--- src/rtl/itoa_pkg.sv ---
// Shared constants, opcodes and character helper for the integer to ASCII formatter.
`timescale 1ns / 1ps

package itoa_pkg;

    localparam int BIN_W      = 16;
    localparam int BCD_DIGITS = 5;
    localparam int BCD_W      = 4 * BCD_DIGITS;
    localparam int ITER_W     = 4;

    localparam logic [6:0] CHAR_ZERO  = 7'd48;
    localparam logic [6:0] CHAR_ALPHA = 7'd55;
    localparam logic [6:0] CHAR_PLUS  = 7'h2B;
    localparam logic [6:0] CHAR_MINUS = 7'h2D;

    localparam logic [3:0] OP_U8_PAD    = 4'd0;
    localparam logic [3:0] OP_U8_PLAIN  = 4'd1;
    localparam logic [3:0] OP_S8_PAD    = 4'd2;
    localparam logic [3:0] OP_S8_PLAIN  = 4'd3;
    localparam logic [3:0] OP_U16_PAD   = 4'd4;
    localparam logic [3:0] OP_U16_PLAIN = 4'd5;
    localparam logic [3:0] OP_S16_PAD   = 4'd6;
    localparam logic [3:0] OP_S16_PLAIN = 4'd7;
    localparam logic [3:0] OP_HEX2      = 4'd8;
    localparam logic [3:0] OP_HEX4      = 4'd9;

    typedef struct packed {
        logic busy;
        logic done;
    } dd_status_t;

    function automatic logic [6:0] hex_char(input logic [3:0] nib);
        logic [6:0] wide;
        wide = {3'b000, nib};
        return (nib < 4'd10) ? (wide + CHAR_ZERO) : (wide + CHAR_ALPHA);
    endfunction

endpackage

--- src/rtl/itoa_dabble.sv ---
// Iterative shift-and-add-3 binary to BCD converter, one bit per cycle.
`timescale 1ns / 1ps

module itoa_dabble (
    input  logic                         aclk,
    input  logic                         aresetn,
    input  logic                         start,
    input  logic [itoa_pkg::BIN_W-1:0]   bin_in,
    output itoa_pkg::dd_status_t         status,
    output logic [itoa_pkg::BCD_W-1:0]   bcd_out
);
    import itoa_pkg::*;

    logic [BIN_W-1:0]  bin_reg, bin_next;
    logic [BCD_W-1:0]  bcd_reg, bcd_next;
    logic [ITER_W-1:0] cnt_reg, cnt_next;
    logic              busy_reg, busy_next;
    logic              done_reg, done_next;
    logic [BCD_W-1:0]  adj;

    always_comb begin
        for (int i = 0; i < BCD_DIGITS; i++) begin
            adj[4*i +: 4] = (bcd_reg[4*i +: 4] >= 4'd5) ?
                            (bcd_reg[4*i +: 4] + 4'd3) : bcd_reg[4*i +: 4];
        end
    end

    always_comb begin
        bin_next  = bin_reg;
        bcd_next  = bcd_reg;
        cnt_next  = cnt_reg;
        busy_next = busy_reg;
        done_next = 1'b0;
        if (start) begin
            bin_next  = bin_in;
            bcd_next  = '0;
            cnt_next  = '0;
            busy_next = 1'b1;
        end else if (busy_reg) begin
            bcd_next = {adj[BCD_W-2:0], bin_reg[BIN_W-1]};
            bin_next = {bin_reg[BIN_W-2:0], 1'b0};
            cnt_next = cnt_reg + 1'b1;
            if (cnt_reg == ITER_W'(BIN_W - 1)) begin
                busy_next = 1'b0;
                done_next = 1'b1;
            end
        end
    end

    always_ff @(posedge aclk) begin
        if (!aresetn) begin
            busy_reg <= 1'b0;
            done_reg <= 1'b0;
            cnt_reg  <= '0;
        end else begin
            busy_reg <= busy_next;
            done_reg <= done_next;
            cnt_reg  <= cnt_next;
        end
        bin_reg <= bin_next;
        bcd_reg <= bcd_next;
    end

    assign status.busy = busy_reg;
    assign status.done = done_reg;
    assign bcd_out     = bcd_reg;

endmodule

--- src/rtl/integer_to_ascii_formatter.sv ---
// Top level: format decoder, character sequencer and output register.
`timescale 1ns / 1ps

// Converts a 16-bit value under a 4-bit format opcode into a run of ASCII
// characters. Input beats arrive on the s_ channel; each produces 1 to 6
// output beats on the m_ channel, the final one flagged by m_tlast.
// Decimal formats run the value through a bit-serial BCD converter, one
// value bit per cycle. The sequencer then visits one character slot per
// cycle unless a stall on m_tready holds it, and a suppressed leading zero
// uses its slot without a beat. Hex formats skip the converter.
// s_tready is high only while no conversion is in progress; it rises again
// as soon as the final character is in the output register, even if that
// character has not yet been taken.
// A stall on m_tready holds the output register and stops the sequencer at
// its next character slot; no character is lost or repeated.
// Reset (aresetn low, synchronous) returns the sequencer to idle and drops
// any pending output beat.
module integer_to_ascii_formatter (
    input  logic        aclk,
    input  logic        aresetn,
    input  logic        s_tvalid,
    output logic        s_tready,
    input  logic [15:0] s_tdata,  // [15:0] value
    input  logic [3:0]  s_tuser,  // [3:0] opcode
    output logic        m_tvalid,
    input  logic        m_tready,
    output logic [7:0]  m_tdata,  // [6:0] char_code, [7] zero
    output logic        m_tlast
);
    import itoa_pkg::*;

    typedef enum logic [1:0] {ST_IDLE, ST_CONV, ST_EMIT} state_t;

    localparam logic [2:0] SLOT_SIGN = 3'd0;
    localparam logic [2:0] SLOT_LAST = 3'd5;

    state_t            state_reg, state_next;
    logic [BCD_W-1:0]  digits_reg, digits_next;
    logic [2:0]        idx_reg, idx_next;
    logic [2:0]        first_reg, first_next;
    logic              plain_reg, plain_next;
    logic              started_reg, started_next;
    logic [6:0]        sign_reg, sign_next;
    logic              m_tvalid_reg, m_tvalid_next;
    logic [6:0]        char_reg, char_next;
    logic              last_reg, last_next;

    logic [3:0]        opcode;
    logic [BIN_W-1:0]  value;
    logic              accept;
    logic              out_free;
    logic              dd_start;
    dd_status_t        dd_status;
    logic [BCD_W-1:0]  dd_bcd;

    logic [BIN_W-1:0]  dec_mag;
    logic [BCD_W-1:0]  dec_hex;
    logic [2:0]        dec_first;
    logic              dec_conv;
    logic              dec_signed;
    logic              dec_neg;
    logic [3:0]        nib;
    logic              skip;

    assign opcode   = s_tuser;
    assign value    = s_tdata;
    assign s_tready = (state_reg == ST_IDLE);
    assign accept   = s_tvalid && s_tready;
    assign out_free = !m_tvalid_reg || m_tready;
    assign dd_start = accept && dec_conv;

    always_comb begin
        dec_mag    = value;
        dec_hex    = '0;
        dec_first  = 3'd1;
        dec_conv   = 1'b1;
        dec_signed = 1'b0;
        dec_neg    = 1'b0;
        unique case (opcode) inside
            OP_U8_PAD, OP_U8_PLAIN: begin
                dec_mag   = {8'h00, value[7:0]};
                dec_first = 3'd3;
            end
            OP_S8_PAD, OP_S8_PLAIN: begin
                dec_signed = 1'b1;
                dec_neg    = value[7];
                dec_mag    = value[7] ? {8'h00, 8'(-value[7:0])} : {8'h00, value[7:0]};
                dec_first  = 3'd3;
            end
            OP_U16_PAD, OP_U16_PLAIN: begin
                dec_mag = value;
            end
            OP_S16_PAD, OP_S16_PLAIN: begin
                dec_signed = 1'b1;
                dec_neg    = value[15];
                dec_mag    = value[15] ? BIN_W'(-value) : value;
            end
            OP_HEX2: begin
                dec_conv  = 1'b0;
                dec_hex   = {12'h000, value[7:0]};
                dec_first = 3'd4;
            end
            OP_HEX4: begin
                dec_conv  = 1'b0;
                dec_hex   = {4'h0, value};
                dec_first = 3'd2;
            end
            default: begin
                dec_conv  = 1'b0;
                dec_hex   = {16'h0000, value[3:0]};
                dec_first = SLOT_LAST;
            end
        endcase
    end

    always_comb begin
        case (idx_reg)
            3'd1:    nib = digits_reg[19:16];
            3'd2:    nib = digits_reg[15:12];
            3'd3:    nib = digits_reg[11:8];
            3'd4:    nib = digits_reg[7:4];
            default: nib = digits_reg[3:0];
        endcase
    end

    assign skip = plain_reg && !started_reg && (nib == 4'd0) && (idx_reg != SLOT_LAST);

    always_comb begin
        state_next    = state_reg;
        digits_next   = digits_reg;
        idx_next      = idx_reg;
        first_next    = first_reg;
        plain_next    = plain_reg;
        started_next  = started_reg;
        sign_next     = sign_reg;
        m_tvalid_next = out_free ? 1'b0 : m_tvalid_reg;
        char_next     = char_reg;
        last_next     = last_reg;
        unique case (state_reg)
            ST_IDLE: begin
                if (accept) begin
                    digits_next  = dec_hex;
                    first_next   = dec_first;
                    idx_next     = dec_signed ? SLOT_SIGN : dec_first;
                    plain_next   = dec_conv && opcode[0];
                    started_next = 1'b0;
                    sign_next    = dec_neg ? CHAR_MINUS : CHAR_PLUS;
                    state_next   = dec_conv ? ST_CONV : ST_EMIT;
                end
            end
            ST_CONV: begin
                if (dd_status.done) begin
                    digits_next = dd_bcd;
                    state_next  = ST_EMIT;
                end
            end
            ST_EMIT: begin
                if (idx_reg != SLOT_SIGN && skip) begin
                    idx_next = idx_reg + 3'd1;
                end else if (out_free) begin
                    m_tvalid_next = 1'b1;
                    if (idx_reg == SLOT_SIGN) begin
                        char_next = sign_reg;
                        last_next = 1'b0;
                        idx_next  = first_reg;
                    end else begin
                        char_next    = hex_char(nib);
                        last_next    = (idx_reg == SLOT_LAST);
                        started_next = 1'b1;
                        if (idx_reg == SLOT_LAST) begin
                            state_next = ST_IDLE;
                        end else begin
                            idx_next = idx_reg + 3'd1;
                        end
                    end
                end
            end
            default: state_next = ST_IDLE;
        endcase
    end

    always_ff @(posedge aclk) begin
        if (!aresetn) begin
            state_reg    <= ST_IDLE;
            m_tvalid_reg <= 1'b0;
        end else begin
            state_reg    <= state_next;
            m_tvalid_reg <= m_tvalid_next;
        end
        digits_reg  <= digits_next;
        idx_reg     <= idx_next;
        first_reg   <= first_next;
        plain_reg   <= plain_next;
        started_reg <= started_next;
        sign_reg    <= sign_next;
        char_reg    <= char_next;
        last_reg    <= last_next;
    end

    itoa_dabble u_dabble (
        .aclk    (aclk),
        .aresetn (aresetn),
        .start   (dd_start),
        .bin_in  (dec_mag),
        .status  (dd_status),
        .bcd_out (dd_bcd)
    );

    assign m_tvalid = m_tvalid_reg;
    assign m_tdata  = {1'b0, char_reg};
    assign m_tlast  = last_reg;

endmodule

--- config.mk ---
export PLATFORM = sky130hd
export DESIGN_NAME = integer_to_ascii_formatter
export DESIGN_NICKNAME = d
export VERILOG_FILES = /design/src/rtl/itoa_pkg.sv /design/src/rtl/itoa_dabble.sv /design/src/rtl/integer_to_ascii_formatter.sv
export SDC_FILE = /design/constraint.sdc
export NUM_CORES = 1
export LEC_CHECK = 0
export BUFFER_PORTS_ARGS = -buffer_cell sky130_fd_sc_hd__clkbuf_2
export CORE_ASPECT_RATIO = 1.1
export CORE_MARGIN = 3
export CORE_UTILIZATION = 40
export DETAILED_ROUTE_END_ITERATION = 6
export HOLD_SLACK_MARGIN = 0.02
export PLACE_DENSITY = 0.58
export SLEW_MARGIN = 20
export SYNTH_ARGS = -nofsm -noshare
export SYNTH_HDL_FRONTEND = slang
export SYNTH_SLANG_ARGS = --single-unit
--- constraint.sdc ---
create_clock -name aclk -period 6.7 [get_ports aclk]
set_input_delay 0 -clock aclk [delete_from_list [all_inputs] [get_ports aclk]]
set_output_delay 0 -clock aclk [all_outputs]
set_load 0.01 [all_outputs]
* Word-level counts from Yosys, hierarchy flattened *
Cells that the tools add are included.

word-level totals
  register bits after elaboration = 88
  input port bits = 24
  logic and storage cells = 144
  output and inout bits = 11

cells by class
  bitwise gates (word level) = 3
  add/sub/neg operators = 11
  reductions and logical operators = 33
  $lt $le $gt $ge = 6
  muxes and demuxes = 50
  equality and inequality tests = 26

operator list
  operator                                                               number
  16-bit one-hot mux with 3 select lines                                 2
  16-bit 2-to-1 mux                                                      3
  20-bit 2-to-1 mux                                                      2
  20-bit one-hot mux with 2 select lines                                 1
  3-bit 2-to-1 mux                                                       8
  4-bit by 3-bit >= comparator with 1-bit output, second input constant  5
  4-bit by 2-bit adder with 4-bit output, second input constant          4
  4-bit by 3-bit equality test with 1-bit output, second input constant  4
  4-bit 2-to-1 mux                                                       4
  16-bit negator                                                         1
  4-bit one-hot mux with 4 select lines                                  1
  4-bit by 6-bit adder with 7-bit output, second input constant          2
  1-bit 2-to-1 mux                                                       14
  2-bit 2-to-1 mux                                                       7
  7-bit 2-to-1 mux                                                       2
  4-bit equality test, second input constant                             3
  3-bit one-hot mux with 4 select lines                                  1
  4-bit OR reduction                                                     3
  4-bit by 2-bit equality test with 1-bit output, second input constant  2
  4-bit zero test                                                        2
  8-bit 2-to-1 mux                                                       1
  2-bit != test, second input constant                                   4
  8-bit negator                                                          1
  2-bit OR reduction                                                     4
  other kinds (31)                                                       48

* Longest topological paths before layout *
  depth after elaboration = 8
  mapped depth = 11
  gate-level depth less buffers = 10

* Hierarchy *
Synthesis repeated with hierarchy kept, for this count alone.

second synthesis, totals
  cell total of the unflattened synthesis = 465
  area total of the unflattened synthesis = 4660.7 sq um

by module, submodules not included
  module                      area an instance (sq um)  sequential area each (sq um)  cells an instance  instances
  integer_to_ascii_formatter  2528.7                    1201.2                        258                1
  itoa_dabble                 2132.0                    1001.0                        207                1

* Worst setup path after synthesis *
OpenSTA, ideal clock, no wires.

  path type = reg2reg
  start = reg idx_reg[0]
  end = reg idx_reg[0] (enable)
  path buffers = 0
  arrival time = 2653 ps
  stages on the path, launching flop included = 11
  data required time = 6340 ps
  period minus slack after synthesis = 3013 ps
  path slack = 3687 ps
  setup time = 360 ps
  cells stage by stage = edfxtp_1 -> inv_1 -> ha_1 -> or4_1 -> o21ai_2 -> mux2i_1 -> ha_1 -> nand2_1 -> nor3_1 -> nand3_1 -> a311oi_1

between the ends
  cells in the longest elaborated chain, start to end = 8
  elaborated cells on any way between the ends = 16
  classes of those cells = eq/ne: 8; mux: 1; reduce/logical: 7

RTL lines
  element                                                   line                               RTL
  start: declaration                                        integer_to_ascii_formatter.sv:39   logic [2:0] idx_reg, idx_next;
  start signal: assignment                                  integer_to_ascii_formatter.sv:191  idx_reg <= idx_next;
  3-bit equality test (tied with other cells)               integer_to_ascii_formatter.sv:117  case (idx_reg)
  4-bit one-hot mux with 4 select lines                     integer_to_ascii_formatter.sv:117
  4-bit zero test                                           integer_to_ascii_formatter.sv:126  assign skip = plain_reg && !started_reg && (nib == 4'd0) && (idx_reg != SLOT_LAST);
  1-bit logical AND (2 in a row)                            integer_to_ascii_formatter.sv:126
  1-bit logical AND                                         integer_to_ascii_formatter.sv:158  if (idx_reg != SLOT_SIGN && skip) begin
  4-bit != test (no line) or 3-bit != test (tied branches)  n/a
  4-bit AND reduction (no line) *                           n/a

Every way passes the cells marked *; elsewhere a longest branch is shown, timed or not.
A chain may end at the register's enable or synchronous reset.

* Worst setup path in the final report *
  start = reg idx_reg[0]
  end = reg idx_reg[2] (enable)

Same word-level chain as after synthesis.

==> qor.csv <==
metric;value;unit
yosys.area.top_type;edfxtp_1;
power_density;281;mW/mm^2
num-nets-final;536;
slew_headroom;47.5;%
fillers;1066;
synth_enable_flop_cells;54;
dieWidth;108;um
r2r_slack;3250;ps
startpoint_type;flip-flop;
max_freq;0.290;GHz
wirelength;10400;um
path_clk_slew;60;ps
met1_usage;22.5;%
netlist_area;0.00456;sq mm
antenna_found_initial;0;
worstSetupPathType;reg2reg;
cts_max_level;3;
path_max_fanout;7;
cts-root-buf;clkbuf_16;
multi_input_area;0.00217;sq mm
tns;0;ps
yosysWarnings;0;
rows;40;
r2r-end;idx_reg[2];
ys_ff_latch;83;
clock-sinks;83;
vias;3453;
clock_path_buffers;2;
seqCellArea;0.00220;sq mm
syn_inst;466;
antenna_cells;0;
start_util;41.4;%
fin_ws;3250;ps
synth_cell_type_count;53;
gr-usage-met3;3.24;%
portBuffers;33;
dpl.hpwl;7530;um
ant_nets;0;
cap_violations;0;
rsz0062_at_grt;no;
area_growth;14.3;%
overflow;0;
fin_crit_sh;51.5;%
grt_max_degree;31;
cts_tree;built;
syn_avg_cell_area;9.78;sq um
first_pass_iters;4;
initialDrtViolationCount;147;
die_area;0.0127;sq mm
wl_per_cell;16.1;um
drive_above_1_share;12.3;%
ios;35;
total_power;1460;uW
cp.arrival;3420;ps
synth_area_leaders;edfxtp_1 (36%), dfxtp_1 (13%), mux2i_1 (5.7%);
ir_worst_vdd;134;uV
grt_pass1_vias;3441;
die_y;118;um
finalMaxSlewViolations;0;
min_delay_path_depth;4;
synth_top_area_share;35.6;%
hold_viol_final;0;
viasPerCell;5.36;
ys_async_sr_fraction;0;%
yosysSeqAreaShare;48.3;%
cts_inserted_buffers;9;
rr_worst_depth;10;
clk_latency;340;ps
max_slew.worst_pin.slew;786;ps
drc_errors;0;
place_ws;3270;ps
grt_pass1_wl;17400;um
ctsResizeCount;0;
core-area;0.0110;sq mm
final-setup-viol-count;0;
track_usage;17.3;%
hp-class;in2reg;
status;completed;
finalClockSkew;6.41;ps
synth_ff_type;edfxtp_1;
p_leak;0.00197;uW
worstHoldStart;m_tready;
gp_congestion;0.798;
reg2reg_from;idx_reg[0];
grt_busiest_layer;met2;
use_met2;28.3;%
period_minus_slack;3450;ps
synth_nets;510;
worst-endpoint-required;6670;ps
end_kind;flip-flop;
-- area by class of cell --
class | count | area share (%)
multi-input cells | 335 | 41.7
inverters | 24 | 1.73
clock buffers | 10 | 4.40
repair buffers | 39 | 4.13
flip-flops and latches | 83 | 42.3
clock inverters | 6 | 2.19
well taps | 147 | 3.53
-- how the worst max path moves through the flow --
stage               startpoint    endpoint  slack, ps  cells past startpoint
finish              idx_reg[0]  idx_reg[2]       3250                     10
global route        idx_reg[0]  idx_reg[2]       2990                     10
CTS                 idx_reg[0]  idx_reg[2]       3250                     10
detailed placement  idx_reg[0]  idx_reg[2]       3270                     10
global placement    idx_reg[0]  idx_reg[0]       3470                     10
floorplan           idx_reg[0]  idx_reg[0]       3690                     10
-- worst max-delay path, stage by stage (launching register included) --
cell      delay (ps)
edfxtp_1         420
inv_1             90
ha_1             260
or4_1            540
o21ai_2          160
mux2i_1          480
ha_1             250
nand2_1           50
nor3_1           190
nand3_1          120
a311oi_1         530
-- synthesized netlist by cell type, drive strengths merged (3+ instances only) --
cell    count
a211oi      3
a21o        3
a21oi      28
a22o       10
a22oi       6
a31oi       3
a32oi       4
and2        9
and3        4
buf         3
clkbuf     21
dfxtp      29
edfxtp     54
ha         20
inv        24
mux2        3
mux2i      26
nand2      50
nand2b      9
nand3      10
nor2       35
nor2b       9
nor3        5
nor3b       3
o211ai      3
o21a        3
o21ai      41
o31ai       4
or3         4
or4         4
xnor2      10
xor2        5
-- cell families (layout without fill, tap and decap cells) --
family | Yosys count | in the layout | share of synthesized area, %
xor gates and xnor gates | 15 | 15 | 2.88
other | 1 | 1 | 0.0823
AOI/OAI and AO/OA | 120 | 120 | 16.8
adders and majority gates | 20 | 20 | 5.49
buffers and inverters | 48 | 79 | 4.04
DFF | 83 | 83 | 48.3
and+or+nand+nor | 150 | 150 | 15.9
muxes | 29 | 29 | 6.45
-- cells in the final DEF (no fill, tap or decap), drive strengths merged, types with 20 or more instances in the layout --
cell,n
mux2i,26
nor2,35
clkbuf,43
edfxtp,54
inv,24
ha,20
nand2,50
o21ai,41
a21oi,28
dfxtp,29
-- what timing repair did --
action | in CTS | in global routing
endpoints found under the hold margin | 4 | 0
setup buffers | 0 | 0
hold buffers | 2 | 0
-- metrics by stage --
stage,hold WS (ps),utilization [%],instance area (sq um),cells
after global routing,92.3,47.3,5210,644
after detailed placement,345,44.0,4850,626
after CTS,57.4,47.3,5210,644
final,65.3,47.3,5210,644
after global placement,340,44.0,4850,626
after floorplan,118,-,4560,466
-- layer usage --
layer | vias up | share of wire (%) | wire length [um]
met5 | - | 0 | 0
met4 | 0 | 1.8 | 185
met3 | 12 | 3.1 | 326
met2 | 60 | 49 | 5100
met1 | 1651 | 46 | 4780
li1 | 1730 | - | -
-- where the power goes --
| group | switching [uW] | leakage, uW | internal (uW) |
|---|---|---|---|
| registers | 36.5 | 0.000755 | 606 |
| clock network | 204 | 0.000159 | 365 |
| logic | 152 | 0.00105 | 101 |
| total | 392 | 0.00197 | 1070 |
No activity file was read; power rests on OpenSTA's default activity.
